==> config.mk <==
export PLATFORM = sky130hd
export DESIGN_NAME = julian_day_date_shift
export DESIGN_NICKNAME = d
export VERILOG_FILES = /design/src/hdl/jdshft_pkg.sv /design/src/hdl/jdshft_fwd.sv /design/src/hdl/jdshft_inv.sv /design/src/hdl/julian_day_date_shift.sv
export SDC_FILE = /design/constraint.sdc
export NUM_CORES = 2
export LEC_CHECK = 0
export CORE_ASPECT_RATIO = 1.5
export CORE_MARGIN = 5
export CORE_UTILIZATION = 54
export CTS_CLUSTER_DIAMETER = 30
export DETAILED_ROUTE_END_ITERATION = 7
export DONT_BUFFER_PORTS = 1
export PLACE_DENSITY = 0.69
export SLEW_MARGIN = 10
export SYNTH_ARGS = -nofsm -noshare
export SYNTH_HDL_FRONTEND = slang
export SYNTH_SLANG_ARGS = --single-unit
==> constraint.sdc <==
create_clock -name clock -period 8.6 [get_ports clock]
set_clock_uncertainty 0.2 [all_clocks]
set_input_delay 0 -clock clock [delete_from_list [all_inputs] [get_ports clock]]
set_output_delay 0 -clock clock [all_outputs]
set_load 0.02 [all_outputs]
==> src/hdl/jdshft_pkg.sv <==
// ----------------------------------------------------------------------------
// jdshft_pkg
// Shared types, field widths and calendar constants for the day number
// converter and date shifter.
// ----------------------------------------------------------------------------
package jdshft_pkg;

   // field widths
   localparam int YEAR_W  = 14;
   localparam int MONTH_W = 4;
   localparam int DAY_W   = 5;
   localparam int WAIT_W  = 16;
   localparam int JDN_W   = 23;

   // cycles from an accepted transaction to its result strobe
   localparam int LATENCY = 10;

   // supported calendar range
   localparam logic [YEAR_W-1:0]  YEAR_MIN  = 14'd1583;
   localparam logic [YEAR_W-1:0]  YEAR_MAX  = 14'd9999;
   localparam logic [MONTH_W-1:0] MONTH_JAN = 4'd1;
   localparam logic [MONTH_W-1:0] MONTH_FEB = 4'd2;
   localparam logic [MONTH_W-1:0] MONTH_DEC = 4'd12;
   localparam logic [MONTH_W-1:0] MONTHS_PER_YEAR = 4'd12;

   // day number bounds of the start date after range limiting
   localparam logic [JDN_W-1:0] START_JDN_MIN = 23'd2299238;
   localparam logic [JDN_W-1:0] START_JDN_MAX = 23'd5373484;

   typedef struct packed {
      logic [YEAR_W-1:0]  start_year;
      logic [MONTH_W-1:0] start_month;
      logic [DAY_W-1:0]   start_day;
      logic [WAIT_W-1:0]  wait_days;
   } req_type;

   typedef struct packed {
      logic [JDN_W-1:0]   start_day_number;
      logic [JDN_W-1:0]   launch_day_number;
      logic [YEAR_W-1:0]  launch_year;
      logic [MONTH_W-1:0] launch_month;
      logic [DAY_W-1:0]   launch_day;
   } rsp_type;

   // forward converter to inverse converter
   typedef struct packed {
      logic               valid;
      logic [JDN_W-1:0]   start_day_number;
      logic [WAIT_W-1:0]  wait_days;
   } fwd_type;

   // floor(30.6001 * k), days from the start of a March-based year
   function automatic logic [8:0] month_offset(input logic [3:0] k);
      logic [8:0] res;
      case (k)
         4'd0:    res = 9'd0;
         4'd1:    res = 9'd30;
         4'd2:    res = 9'd61;
         4'd3:    res = 9'd91;
         4'd4:    res = 9'd122;
         4'd5:    res = 9'd153;
         4'd6:    res = 9'd183;
         4'd7:    res = 9'd214;
         4'd8:    res = 9'd244;
         4'd9:    res = 9'd275;
         4'd10:   res = 9'd306;
         4'd11:   res = 9'd336;
         4'd12:   res = 9'd367;
         4'd13:   res = 9'd397;
         4'd14:   res = 9'd428;
         default: res = 9'd459;
      endcase
      return res;
   endfunction

endpackage

==> src/hdl/jdshft_fwd.sv <==
// ----------------------------------------------------------------------------
// jdshft_fwd
// Two-stage Gregorian date to Julian day number converter. Stage one limits
// the inputs, moves to a March-based year and forms the year, month and
// century terms; stage two sums them.
// ----------------------------------------------------------------------------
module jdshft_fwd (
   input  logic                clock,
   input  logic                reset,
   input  logic                req_valid,
   input  jdshft_pkg::req_type req_data,
   output jdshft_pkg::fwd_type fwd_out
);
   import jdshft_pkg::*;

   // y / 100 as a reciprocal multiply, exact for any 14 bit y
   localparam int          CENT_SHIFT = 21;
   localparam logic [14:0] CENT_MUL   = 15'((64'd1 << CENT_SHIFT) / 64'd100 + 64'd1);
   // day number offset with the constant 2 of the century term folded in
   localparam logic [23:0] FWD_BASE   = 24'd1720997;

   logic [YEAR_W-1:0]  year_sat;
   logic [MONTH_W-1:0] month_sat;
   logic [YEAR_W-1:0]  mar_year;
   logic [MONTH_W-1:0] mar_month;
   logic [28:0]        cent_prod;
   logic [23:0]        yd_prod;
   logic [21:0]        yd_in;
   logic [8:0]         mterm_in;
   logic [6:0]         cent_in;
   logic               s1_valid_ff;
   logic [21:0]        yd_ff;
   logic [8:0]         mterm_ff;
   logic [6:0]         cent_ff;
   logic [DAY_W-1:0]   day_ff;
   logic [WAIT_W-1:0]  wait_ff;
   logic [23:0]        jdn_sum;
   fwd_type            fwd_in;
   fwd_type            fwd_ff;

   // range limiting and March-based year
   always_comb begin
      if (req_data.start_year < YEAR_MIN) begin
         year_sat = YEAR_MIN;
      end else if (req_data.start_year > YEAR_MAX) begin
         year_sat = YEAR_MAX;
      end else begin
         year_sat = req_data.start_year;
      end
      if (req_data.start_month < MONTH_JAN) begin
         month_sat = MONTH_JAN;
      end else if (req_data.start_month > MONTH_DEC) begin
         month_sat = MONTH_DEC;
      end else begin
         month_sat = req_data.start_month;
      end
      if (month_sat > MONTH_FEB) begin
         mar_year  = year_sat;
         mar_month = month_sat;
      end else begin
         mar_year  = year_sat - 14'd1;
         mar_month = month_sat + MONTHS_PER_YEAR;
      end
   end

   // stage one terms: century, whole years, whole months
   assign cent_prod = 29'(mar_year) * 29'(CENT_MUL);
   assign cent_in   = cent_prod[CENT_SHIFT +: 7];
   assign yd_prod   = 24'(mar_year) * 24'd1461;
   assign yd_in     = yd_prod[23:2];
   assign mterm_in  = month_offset(4'(mar_month + 4'd1));

   always_ff @(posedge clock) begin
      if (reset) begin
         s1_valid_ff <= 1'b0;
      end else begin
         s1_valid_ff <= req_valid;
      end
   end

   always_ff @(posedge clock) begin
      yd_ff    <= yd_in;
      mterm_ff <= mterm_in;
      cent_ff  <= cent_in;
      day_ff   <= req_data.start_day;
      wait_ff  <= req_data.wait_days;
   end

   // stage two sum, century correction is 2 - a + a/4
   assign jdn_sum = 24'(yd_ff) + 24'(mterm_ff) + 24'(day_ff) + 24'(cent_ff[6:2])
                  + FWD_BASE - 24'(cent_ff);

   always_comb begin
      fwd_in.valid            = s1_valid_ff;
      fwd_in.start_day_number = jdn_sum[JDN_W-1:0];
      fwd_in.wait_days        = wait_ff;
   end

   // output register, only the valid bit is reset
   always_ff @(posedge clock) begin
      if (reset) begin
         fwd_ff.valid <= 1'b0;
      end else begin
         fwd_ff.valid <= fwd_in.valid;
      end
      fwd_ff.start_day_number <= fwd_in.start_day_number;
      fwd_ff.wait_days        <= fwd_in.wait_days;
   end

   assign fwd_out = fwd_ff;

   // limited inputs keep the day number inside the calendar range
   a_start_range: assert property (@(posedge clock) disable iff (reset)
      fwd_ff.valid |-> (fwd_ff.start_day_number >= START_JDN_MIN &&
                        fwd_ff.start_day_number <= START_JDN_MAX))
      else $error("start day number out of range");

endmodule

==> src/hdl/jdshft_inv.sv <==
// ----------------------------------------------------------------------------
// jdshft_inv
// Eight-stage day adder and Julian day number to Gregorian date converter.
// Each constant division is a reciprocal multiply chosen to be exact over
// its operand range, with a register after every multiply.
// ----------------------------------------------------------------------------
module jdshft_inv (
   input  logic                clock,
   input  logic                reset,
   input  jdshft_pkg::fwd_type fwd_in,
   output logic                rsp_strobe,
   output jdshft_pkg::rsp_type rsp_data
);
   import jdshft_pkg::*;

   // Gregorian century count: (4z - 7468865) / 146097
   localparam logic [23:0] ALPHA_BASE  = 24'd7468865;
   localparam int          ALPHA_SHIFT = 42;
   localparam logic [24:0] ALPHA_MUL   = 25'((64'd1 << ALPHA_SHIFT) / 64'd146097 + 64'd1);
   // year count: (100 * c2 - 12210) / 36525
   localparam logic [29:0] YEAR_BASE   = 30'd12210;
   localparam int          YEAR_SHIFT  = 46;
   localparam logic [30:0] YEAR_MUL    = 31'((64'd1 << YEAR_SHIFT) / 64'd36525 + 64'd1);
   // month count: 10000 * d / 306001
   localparam int          MON_SHIFT   = 28;
   localparam logic [23:0] MON_MUL     =
      24'(((64'd1 << MON_SHIFT) * 64'd10000) / 64'd306001 + 64'd1);
   localparam logic [22:0] C2_BASE     = 23'd1525;
   localparam logic [3:0]  MON_WRAP    = 4'd14;
   localparam logic [13:0] YEAR_OFS_A  = 14'd4716;
   localparam logic [13:0] YEAR_OFS_B  = 14'd4715;

   // valid bits of stages three to ten
   logic [7:0]         valid_ff;

   logic [JDN_W-1:0]   s3_start_ff, s4_start_ff, s5_start_ff, s6_start_ff;
   logic [JDN_W-1:0]   s7_start_ff, s8_start_ff, s9_start_ff;
   logic [JDN_W-1:0]   s3_launch_ff, s4_launch_ff, s5_launch_ff, s6_launch_ff;
   logic [JDN_W-1:0]   s7_launch_ff, s8_launch_ff, s9_launch_ff;

   logic [JDN_W-1:0]   launch_in;
   logic [24:0]        xa_wide;
   logic [23:0]        xa_in, xa_ff;
   logic [48:0]        alpha_prod;
   logic [6:0]         alpha_in, alpha_ff;
   logic [22:0]        c2_in, s5_c2_ff, s6_c2_ff, s7_c2_ff;
   logic [29:0]        x3_in, x3_ff;
   logic [60:0]        c3_prod;
   logic [13:0]        c3_in, s7_c3_ff, s8_c3_ff, s9_c3_ff;
   logic [24:0]        c4_prod;
   logic [22:0]        dd_wide;
   logic [8:0]         dd_in, s8_dd_ff, s9_dd_ff;
   logic [32:0]        c5_prod;
   logic [3:0]         c5_in, c5_ff;
   rsp_type            rsp_in, rsp_ff;

   // valid shift line
   always_ff @(posedge clock) begin
      if (reset) begin
         valid_ff <= '0;
      end else begin
         valid_ff <= {valid_ff[6:0], fwd_in.valid};
      end
   end

   // stage three: add the wait and form the century dividend
   assign launch_in = fwd_in.start_day_number + JDN_W'(fwd_in.wait_days);
   assign xa_wide   = {launch_in, 2'b00} - 25'(ALPHA_BASE);
   assign xa_in     = xa_wide[23:0];

   // stage four: century count
   assign alpha_prod = 49'(xa_ff) * 49'(ALPHA_MUL);
   assign alpha_in   = alpha_prod[ALPHA_SHIFT +: 7];

   // stage five: Gregorian correction
   assign c2_in = s4_launch_ff + 23'(alpha_ff) - 23'(alpha_ff[6:2]) + C2_BASE;

   // stage six: year dividend
   assign x3_in = 30'(s5_c2_ff) * 30'd100 - YEAR_BASE;

   // stage seven: year count
   assign c3_prod = 61'(x3_ff) * 61'(YEAR_MUL);
   assign c3_in   = c3_prod[YEAR_SHIFT +: 14];

   // stage eight: days into the March-based year
   assign c4_prod = 25'(s7_c3_ff) * 25'd1461;
   assign dd_wide = s7_c2_ff - c4_prod[24:2];
   assign dd_in   = dd_wide[8:0];

   // stage nine: month count
   assign c5_prod = 33'(s8_dd_ff) * 33'(MON_MUL);
   assign c5_in   = c5_prod[MON_SHIFT +: 4];

   // stage ten: calendar fields
   always_comb begin
      logic [8:0] day_wide;
      day_wide                 = s9_dd_ff - month_offset(c5_ff);
      rsp_in.start_day_number  = s9_start_ff;
      rsp_in.launch_day_number = s9_launch_ff;
      rsp_in.launch_day        = day_wide[DAY_W-1:0];
      if (c5_ff < MON_WRAP) begin
         rsp_in.launch_month = c5_ff - 4'd1;
      end else begin
         rsp_in.launch_month = c5_ff - 4'd13;
      end
      if (rsp_in.launch_month > MONTH_FEB) begin
         rsp_in.launch_year = s9_c3_ff - YEAR_OFS_A;
      end else begin
         rsp_in.launch_year = s9_c3_ff - YEAR_OFS_B;
      end
   end

   // payload pipeline
   always_ff @(posedge clock) begin
      s3_start_ff  <= fwd_in.start_day_number;
      s3_launch_ff <= launch_in;
      xa_ff        <= xa_in;

      s4_start_ff  <= s3_start_ff;
      s4_launch_ff <= s3_launch_ff;
      alpha_ff     <= alpha_in;

      s5_start_ff  <= s4_start_ff;
      s5_launch_ff <= s4_launch_ff;
      s5_c2_ff     <= c2_in;

      s6_start_ff  <= s5_start_ff;
      s6_launch_ff <= s5_launch_ff;
      s6_c2_ff     <= s5_c2_ff;
      x3_ff        <= x3_in;

      s7_start_ff  <= s6_start_ff;
      s7_launch_ff <= s6_launch_ff;
      s7_c2_ff     <= s6_c2_ff;
      s7_c3_ff     <= c3_in;

      s8_start_ff  <= s7_start_ff;
      s8_launch_ff <= s7_launch_ff;
      s8_c3_ff     <= s7_c3_ff;
      s8_dd_ff     <= dd_in;

      s9_start_ff  <= s8_start_ff;
      s9_launch_ff <= s8_launch_ff;
      s9_c3_ff     <= s8_c3_ff;
      s9_dd_ff     <= s8_dd_ff;
      c5_ff        <= c5_in;

      rsp_ff       <= rsp_in;
   end

   assign rsp_strobe = valid_ff[7];
   assign rsp_data   = rsp_ff;

   // a converted date is always a real calendar date
   a_month_range: assert property (@(posedge clock) disable iff (reset)
      rsp_strobe |-> (rsp_ff.launch_month >= MONTH_JAN &&
                      rsp_ff.launch_month <= MONTH_DEC))
      else $error("launch month out of range");

   a_day_range: assert property (@(posedge clock) disable iff (reset)
      rsp_strobe |-> (rsp_ff.launch_day >= 5'd1 && rsp_ff.launch_day <= 5'd31))
      else $error("launch day out of range");

   // start and launch numbers stay paired through the pipe
   a_launch_order: assert property (@(posedge clock) disable iff (reset)
      rsp_strobe |-> (rsp_ff.launch_day_number >= rsp_ff.start_day_number))
      else $error("launch day number precedes start day number");

endmodule

==> src/hdl/julian_day_date_shift.sv <==
// ----------------------------------------------------------------------------
// julian_day_date_shift
// Gregorian date to Julian day number, plus a day offset, and back to a
// Gregorian date.
// ----------------------------------------------------------------------------
// Usage:
//   Drive req_data with a date and a wait in days and pulse start. A
//   transaction is taken at each rising edge with start high and busy low.
//   busy is never raised: the pipeline takes one transaction in every cycle.
//   Year is limited to 1583..9999 and month to 1..12; a day past the end of
//   its month runs on into the next one.
//   The result is on rsp_data for exactly one cycle, marked by rsp_strobe;
//   the pipeline has two stages for the date to day number conversion, one
//   for the day addition and seven for the inverse conversion.
//   Throughput is one transaction per cycle, set by the fully pipelined
//   reciprocal multipliers. Results leave in the order taken.
//   The receiver has no way to hold results back and must take each one in
//   the cycle it is shown.
//   Synchronous reset clears all valid bits, so no strobe follows reset
//   until a new transaction has gone through; data registers are not reset.
// ----------------------------------------------------------------------------
module julian_day_date_shift (
   input  logic                clock,
   input  logic                reset,
   input  logic                start,
   output logic                busy,
   input  jdshft_pkg::req_type req_data,
   output logic                rsp_strobe,
   output jdshft_pkg::rsp_type rsp_data
);
   import jdshft_pkg::*;

   logic    req_accept;
   fwd_type fwd_link;

   // the pipe never stalls, so a transaction is taken whenever offered
   assign busy       = 1'b0;
   assign req_accept = start & ~busy;

   // date to day number
   jdshft_fwd u_fwd (
      .clock     (clock),
      .reset     (reset),
      .req_valid (req_accept),
      .req_data  (req_data),
      .fwd_out   (fwd_link)
   );

   // day addition and day number to date
   jdshft_inv u_inv (
      .clock      (clock),
      .reset      (reset),
      .fwd_in     (fwd_link),
      .rsp_strobe (rsp_strobe),
      .rsp_data   (rsp_data)
   );

   // every result strobe goes back to a transaction taken one latency earlier
   a_strobe_source: assert property (@(posedge clock) disable iff (reset)
      rsp_strobe |-> $past(req_accept, LATENCY))
      else $error("result strobe without a matching transaction");

endmodule
Word-level counts from Yosys, hierarchy flattened
Memories as Yosys holds them, arrays and structs flattened. A register that Yosys moved wholly into a read port is not among the register bits.
Index checks and enable logic that the tools add are counted.
Widths: inputs -> output; s select.
{"block": "classes", "add_sub_neg": 20, "mul": 7, "order_cmp": 7, "n_mux": 8}
{"op": "$mul 30x31->60 const B", "n": 1}
{"op": "$mux 14", "n": 4}
{"op": "$mul 24x24->48 const B", "n": 1}
{"op": "$add 23x5->23", "n": 2}
{"op": "$mul 9x22->30 const B", "n": 1}
{"op": "$sub 30x14->30 const B", "n": 1}
{"op": "$mul 23x5->28 const B", "n": 1}
{"op": "$sub 14x13->14 const B", "n": 2}
{"op": "$mul 14x13->26 const B", "n": 1}
{"op": "$mul 14x11->24 const B", "n": 1}
{"op": "$sub 24x23->24 const B", "n": 1}
{"op": "$add 22x9->23", "n": 1}
{"op": "$add 23x11->23 const B", "n": 1}
{"op": "$add 23x16->23", "n": 1}
{"op": "$add 23x21->23 const B", "n": 1}
{"op": "$add 23x7->23", "n": 1}
{"op": "$sub 23x5->23", "n": 1}
{"op": "$sub 23x7->23", "n": 1}
{"op": "$mux 4", "n": 4}
{"op": "$gt 14x14->1 const B", "n": 1}
{"op": "$lt 14x11->1 const B", "n": 1}
{"op": "$mul 14x11->11 const B", "n": 1}
{"op": "$sub 14x1->14 const B", "n": 1}
{"op": "$sub 9x9->9", "n": 1}
{"op": "other kinds (9)", "n": 10}
{"block": "totals", "regBits": 652, "mem_bits_ro": 288, "inputBits": 42, "out_inout_bits": 71, "elab_cells": 84, "n_memories": 2}
{"name": "(no name shown)", "words": 16, "word_bits": 9, "read_ports": 1, "rd_ports_with_merged_regs": 1, "wr": 0, "line": "jdshft_pkg.sv:55", "source": "case (k)"}
{"name": "(no name shown)", "words": 16, "word_bits": 9, "read_ports": 1, "rd_ports_with_merged_regs": 1, "wr": 0, "line": "jdshft_pkg.sv:55"}

Logic depth before layout (Yosys ltp)
{"block": "depth", "word_depth": 6, "mapped_depth": 35, "depth_no_buf": 34}

Hierarchy
From an unflattened synthesis, not the netlist that was laid out.
{"block": "hier_totals", "cells_unflattened": 5075, "hier_area_um2": 55099.1}
{"module": "jdshft_inv", "n_inst": 1, "cells_per_inst": 3989, "area_per_inst_um2": 44336.3, "seq_area_each_um2": 11250.8}
{"module": "jdshft_fwd", "n_inst": 1, "cells_per_inst": 1084, "area_per_inst_um2": 10751.6, "seq_area_each_um2": 2001.9}
{"module": "julian_day_date_shift", "n_inst": 1, "cells_per_inst": 2, "area_per_inst_um2": 11.3, "seq_area_each_um2": 0.0}

Worst setup path after synthesis
Ideal clock, no wire load.
{"block": "synth_timing", "path_type": "in2reg", "start": "in req_data[32] in the netlist's numbering", "end": "reg u_fwd.yd_ff[21]", "setup_ps": 72, "arrival_ps": 7158, "required_ps": 8328, "slack_ps": 1170, "path_stages": 31, "n_path_buf": 2, "cell_sequence": "nor2_1 > a21oi_1 > o31ai_1 > nand2_1 > clkbuf_1 > nor2_1 > ha_1 > or4b_1 > nor3_1 > xnor2_1 > nor2_1 > ha_1 > inv_1 > fa_1 > inv_1 > fa_1 > fa_1 > inv_1 > fa_1 > inv_1 > ha_1 > clkbuf_1 > nor2b_1 > a41oi_1 > inv_1 > a2111o_1 > nand3_1 > nand4_1 > a31o_2 > a21oi_1 > xnor2_1"}
{"block": "synth_between", "elab_chain_len": 6, "elab_cells_between_ends": 7, "classes_between": "add/sub: 1; mul: 1; order compare: 2; mux: 3"}
{"item": "start: declaration", "line": "julian_day_date_shift.sv:27", "source": "input jdshft_pkg::req_type req_data,"}
{"item": "$gt 14x14->1", "line": "jdshft_fwd.sv:45", "source": "end else if (req_data.start_year > YEAR_MAX) begin"}
{"item": "$mux 14", "line": "jdshft_fwd.sv:45"}
{"item": "$mux 14 *", "line": "jdshft_fwd.sv:43", "source": "if (req_data.start_year < YEAR_MIN) begin"}
{"item": "$sub 14x1->14", "line": "jdshft_fwd.sv:61", "source": "mar_year = year_sat - 14'd1;"}
{"item": "$mux 14 *", "line": "jdshft_fwd.sv:57", "source": "if (month_sat > MONTH_FEB) begin"}
{"item": "$mul 14x11->24 *", "line": "jdshft_fwd.sv:69", "source": "assign yd_prod = 24'(mar_year) * 24'd1461;"}
{"item": "via u_fwd.yd_prod[23]", "line": "jdshft_fwd.sv:27", "source": "logic [23:0] yd_prod;"}
{"item": "end signal: assignment", "line": "jdshft_fwd.sv:82", "source": "yd_ff <= yd_in;"}
{"item": "end: declaration", "line": "jdshft_fwd.sv:32", "source": "logic [21:0] yd_ff;"}
The timed path passes the listed nets; every way through them passes the cells marked *.
A chain may end at the register's enable or synchronous reset.

Worst setup path in the final report
{"block": "layout_timing", "start": "in req_data[24] in the netlist's numbering", "end": "reg u_fwd.yd_ff[21]"}
{"block": "layout_between", "elab_chain_len": 6, "elab_cells_between_ends": 7, "classes_between": "mul: 1; order compare: 3; mux: 3"}
{"item": "$gt 4x4->1", "line": "jdshft_fwd.sv:52", "source": "end else if (req_data.start_month > MONTH_DEC) begin"}
{"item": "$mux 4", "line": "jdshft_fwd.sv:52"}
{"item": "$mux 4 *", "line": "jdshft_fwd.sv:50", "source": "if (req_data.start_month < MONTH_JAN) begin"}
{"item": "$gt 4x2->1 *", "line": "jdshft_fwd.sv:57"}
{"item": "$mux 14 *", "line": "jdshft_fwd.sv:57"}
{"item": "$mul 14x11->24 *", "line": "jdshft_fwd.sv:69"}
{"item": "via u_fwd.yd_prod[23]", "line": "jdshft_fwd.sv:27"}
Marks and branches as above.

==> flow_metrics.py <==
metrics = {
    "drt": {
        "first_pass_iters": 5,
        "vias": 33800,
        "viasPerCell": 5.18,
        "initialDrtViolationCount": 1295,
        "wirelength_um": 126000,
        "final_antenna_net_count": 0,
        "route.detailed.drc": 0,
        "wire_per_inst_um": 19.3,
    },
    "worst_setup_path": {
        "cp_num_buf_inv": 10,
        "cpLargestDelayFamily": "adder cells",
        "crit_path_frequent_cell": "inv_1",
        "critPathRequiredTime_ns": 8.97,
        "cpPeakStageDelay_ns": 0.57,
        "startpoint_type": "input pin",
        "r2r_slack_ns": 0.53,
        "reg2reg_to": "u_inv.s7_c3_ff[10]",
        "critPathCaptureType": "flip-flop",
        "crit_path_max_fanout": 7,
        "r2r-start": "u_inv.x3_ff[10]",
        "r2r_cells": 21,
        "path_class": "in -> reg",
        "cp.arrival_ns": 8.51,
        "slowest_stage": "dlygate4sd3_1",
    },
    "sta": {
        "tns_ns": 0,
        "relSlewSlack": 0.398,
        "worst_pin_slew_ns": 0.898,
        "period_needed_ns": 8.14,
        "timing.fmax_mhz": 123,
        "rsz0062_at_grt": "false",
        "timing.hold.ws_ns": 0.0763,
        "setup_violations": 0,
        "period_share": 0.947,
        "hold_violations": 0,
        "drv_slew": 0,
    },
    "global_route": {
        "grt_pass1_wl_um": 202000,
        "first_global_vias": 38000,
        "grt_max_degree": 19,
        "grt-ovfl-total": 0,
        "antenna_found_initial": 2,
        "gr-usage-all-layers": 0.242,
    },
    "clock_tree": {
        "clock_latency_ns": 0.70,
        "clockBufferDepth": 3,
        "clock_sinks": 662,
        "cts.htree.levels": 3,
        "clock-root-buffer": "clkbuf_16",
        "cts_buffers": 96,
        "cts_tree": "yes",
        "post-cts-setup-buffers": 0,
        "clk_pin_slew_ns": 0.06,
    },
    "yosys": {
        "synth_nets": 6824,
        "yosysTopAreaCell": "fa_1",
        "ys_seq_elements": 662,
        "ys_top_cells_by_count": "inv_1, ha_1, fa_1",
        "ys_warn_count": 0,
        "synth_edf_count": 0,
        "synth.area.top_cells": "fa_1, dfxtp_1, ha_1, inv_1, xnor2_1",
        "netlist_instances": 4991,
        "syn-cell-area_um2": 54400,
        "netlist.area_leader.share": 0.289,
        "synth.distinct_cells": 89,
        "synth_top_flop_cell": "dfxtp_1",
        "synth.most_common_cell": "inv_1",
        "avgSynthCellArea_um2": 10.9,
        "synthArstFlopShare": 0,
        "synth_seq_area_share": 0.244,
    },
    "outcome": {
        "status": "finished clean",
    },
    "floorplanning": {
        "num_rows": 142,
        "die_h_um": 399,
        "ios": 113,
        "dieWidth_um": 269,
        "coreArea_um2": 100000,
        "dieArea_um2": 107000,
        "initial_utilization": 0.544,
    },
    "final_layout": {
        "area_delta_synth_final_pct": 10.7,
        "fin_util": 0.602,
        "multi_input_area_um2": 36200,
        "largest_register_ffs": 69,
        "final_nets": 6984,
        "ff_latch_area_um2": 13300,
        "fill_cells": 8179,
        "antenna_cells": 0,
        "drive_gt1_frac": 0.0407,
    },
    "placement": {
        "place_congestion": 1.05,
        "dp_hpwl_um": 108000,
        "port_buffers": 0,
    },
    "hold_path": {
        "hold_depth": 4,
        "worstHoldStart": "req_data[27]",
        "hold_path_end": "u_fwd.yd_ff[0]",
        "hold_class": "in -> reg",
    },
    "flow_run": {
        "cap_violations": 0,
    },
}
what timing repair did:
| action | 4_1_cts | 5_1_grt |
|---|---|---|
| hold endpoints to repair | 45 | 0 |
| gates resized for setup | 0 | 4 |
| endpoints found under the setup margin | 0 | 7 |
| hold buffers | 61 | 0 |
worst max path at each step:
stage | slack, ns | startpoint | cells past startpoint | to
after floorplan | 1.17 | req_data[32] | 31 | u_fwd.yd_ff[21]
after global placement | 0.62 | req_data[23] | 33 | u_fwd.yd_ff[21]
after detailed placement | 0.41 | req_data[23] | 33 | u_fwd.yd_ff[21]
after CTS | 0.16 | req_data[24] | 33 | u_fwd.yd_ff[21]
after global routing | 0.003 | req_data[24] | 33 | u_fwd.yd_ff[21]
final | 0.46 | req_data[24] | 32 | u_fwd.yd_ff[21]
layout make-up:
cell class                      count  share of cell area
Multi-Input combinational cell   2997               0.600
Sequential cell                   662               0.220
Inverter                         1319              0.0822
Clock buffer                      111              0.0422
Tap cell                         1296              0.0269
Clock inverter                     69              0.0163
Timing Repair Buffer               75              0.0119
stage by stage:
stage / setup slack (ns) / instances / area [um2]
after floorplan: 1.17 / 4991 / 54400
after global placement: 0.617 / 6288 / 56100
after detailed placement: 0.412 / 6288 / 56100
after CTS: 0.161 / 6529 / 60200
after global routing: 0.00326 / 6529 / 60200
final: 0.459 / 6529 / 60200
logic make-up (layout without fill, tap and decap cells):
group | Yosys count | in the layout | share of synthesized area
xor+xnor | 243 | 243 | 0.0391
flops | 662 | 662 | 0.244
compound gates | 478 | 478 | 0.0585
simple gates | 471 | 471 | 0.0441
buf+inv | 1332 | 1574 | 0.0921
fa+ha+maj | 1792 | 1792 | 0.520
mux | 12 | 12 | 0.00225
other cells | 1 | 1 | 0.0000689
cell usage in the layout (no fill, tap or decap), types with 9 or more instances in the layout:
master | synthesis | final
clkbuf_16 | 0 | 97
o21ai_1 | 24 | 25
and2_1 | 12 | 12
nor2b_1 | 31 | 31
fa_1 | 785 | 785
clkinv_2 | 0 | 9
mux2i_1 | 10 | 10
buf_4 | 1 | 14
o21a_1 | 29 | 29
ha_1 | 1006 | 1006
or3_1 | 16 | 16
bufinv_16 | 0 | 11
dfxtp_1 | 662 | 662
o31ai_1 | 15 | 15
inv_1 | 1318 | 1318
a21oi_1 | 135 | 135
inv_6 | 0 | 11
o21bai_1 | 17 | 17
a21o_1 | 68 | 68
nand3_1 | 42 | 42
nor3_1 | 44 | 44
and3_1 | 18 | 18
nand4_1 | 15 | 15
a31oi_1 | 11 | 11
xnor2_1 | 163 | 163
o21ai_0 | 60 | 59
nor2_1 | 127 | 126
nand2b_1 | 18 | 18
nand2_1 | 94 | 94
dlygate4sd3_1 | 0 | 61
xor2_1 | 80 | 79
a211oi_1 | 21 | 21
routing by layer:
metal,vias up,track usage,part of all wire
met3,409,0.0369,0.040
met2,792,0.453,0.53
met4,0,0.182,0.094
met5,-,0,0
met1,16600,0.241,0.34
li1,16000,-,-
tightest hold or removal path, stage by stage:
cell and delay (ns):
nor2_1 0.03, xor2_1 0.13, buf_4 0.21, ha_1 0.45
Power is not shown: default switching activity piles up to over one toggle a cycle in this logic, so the estimate is an artifact.
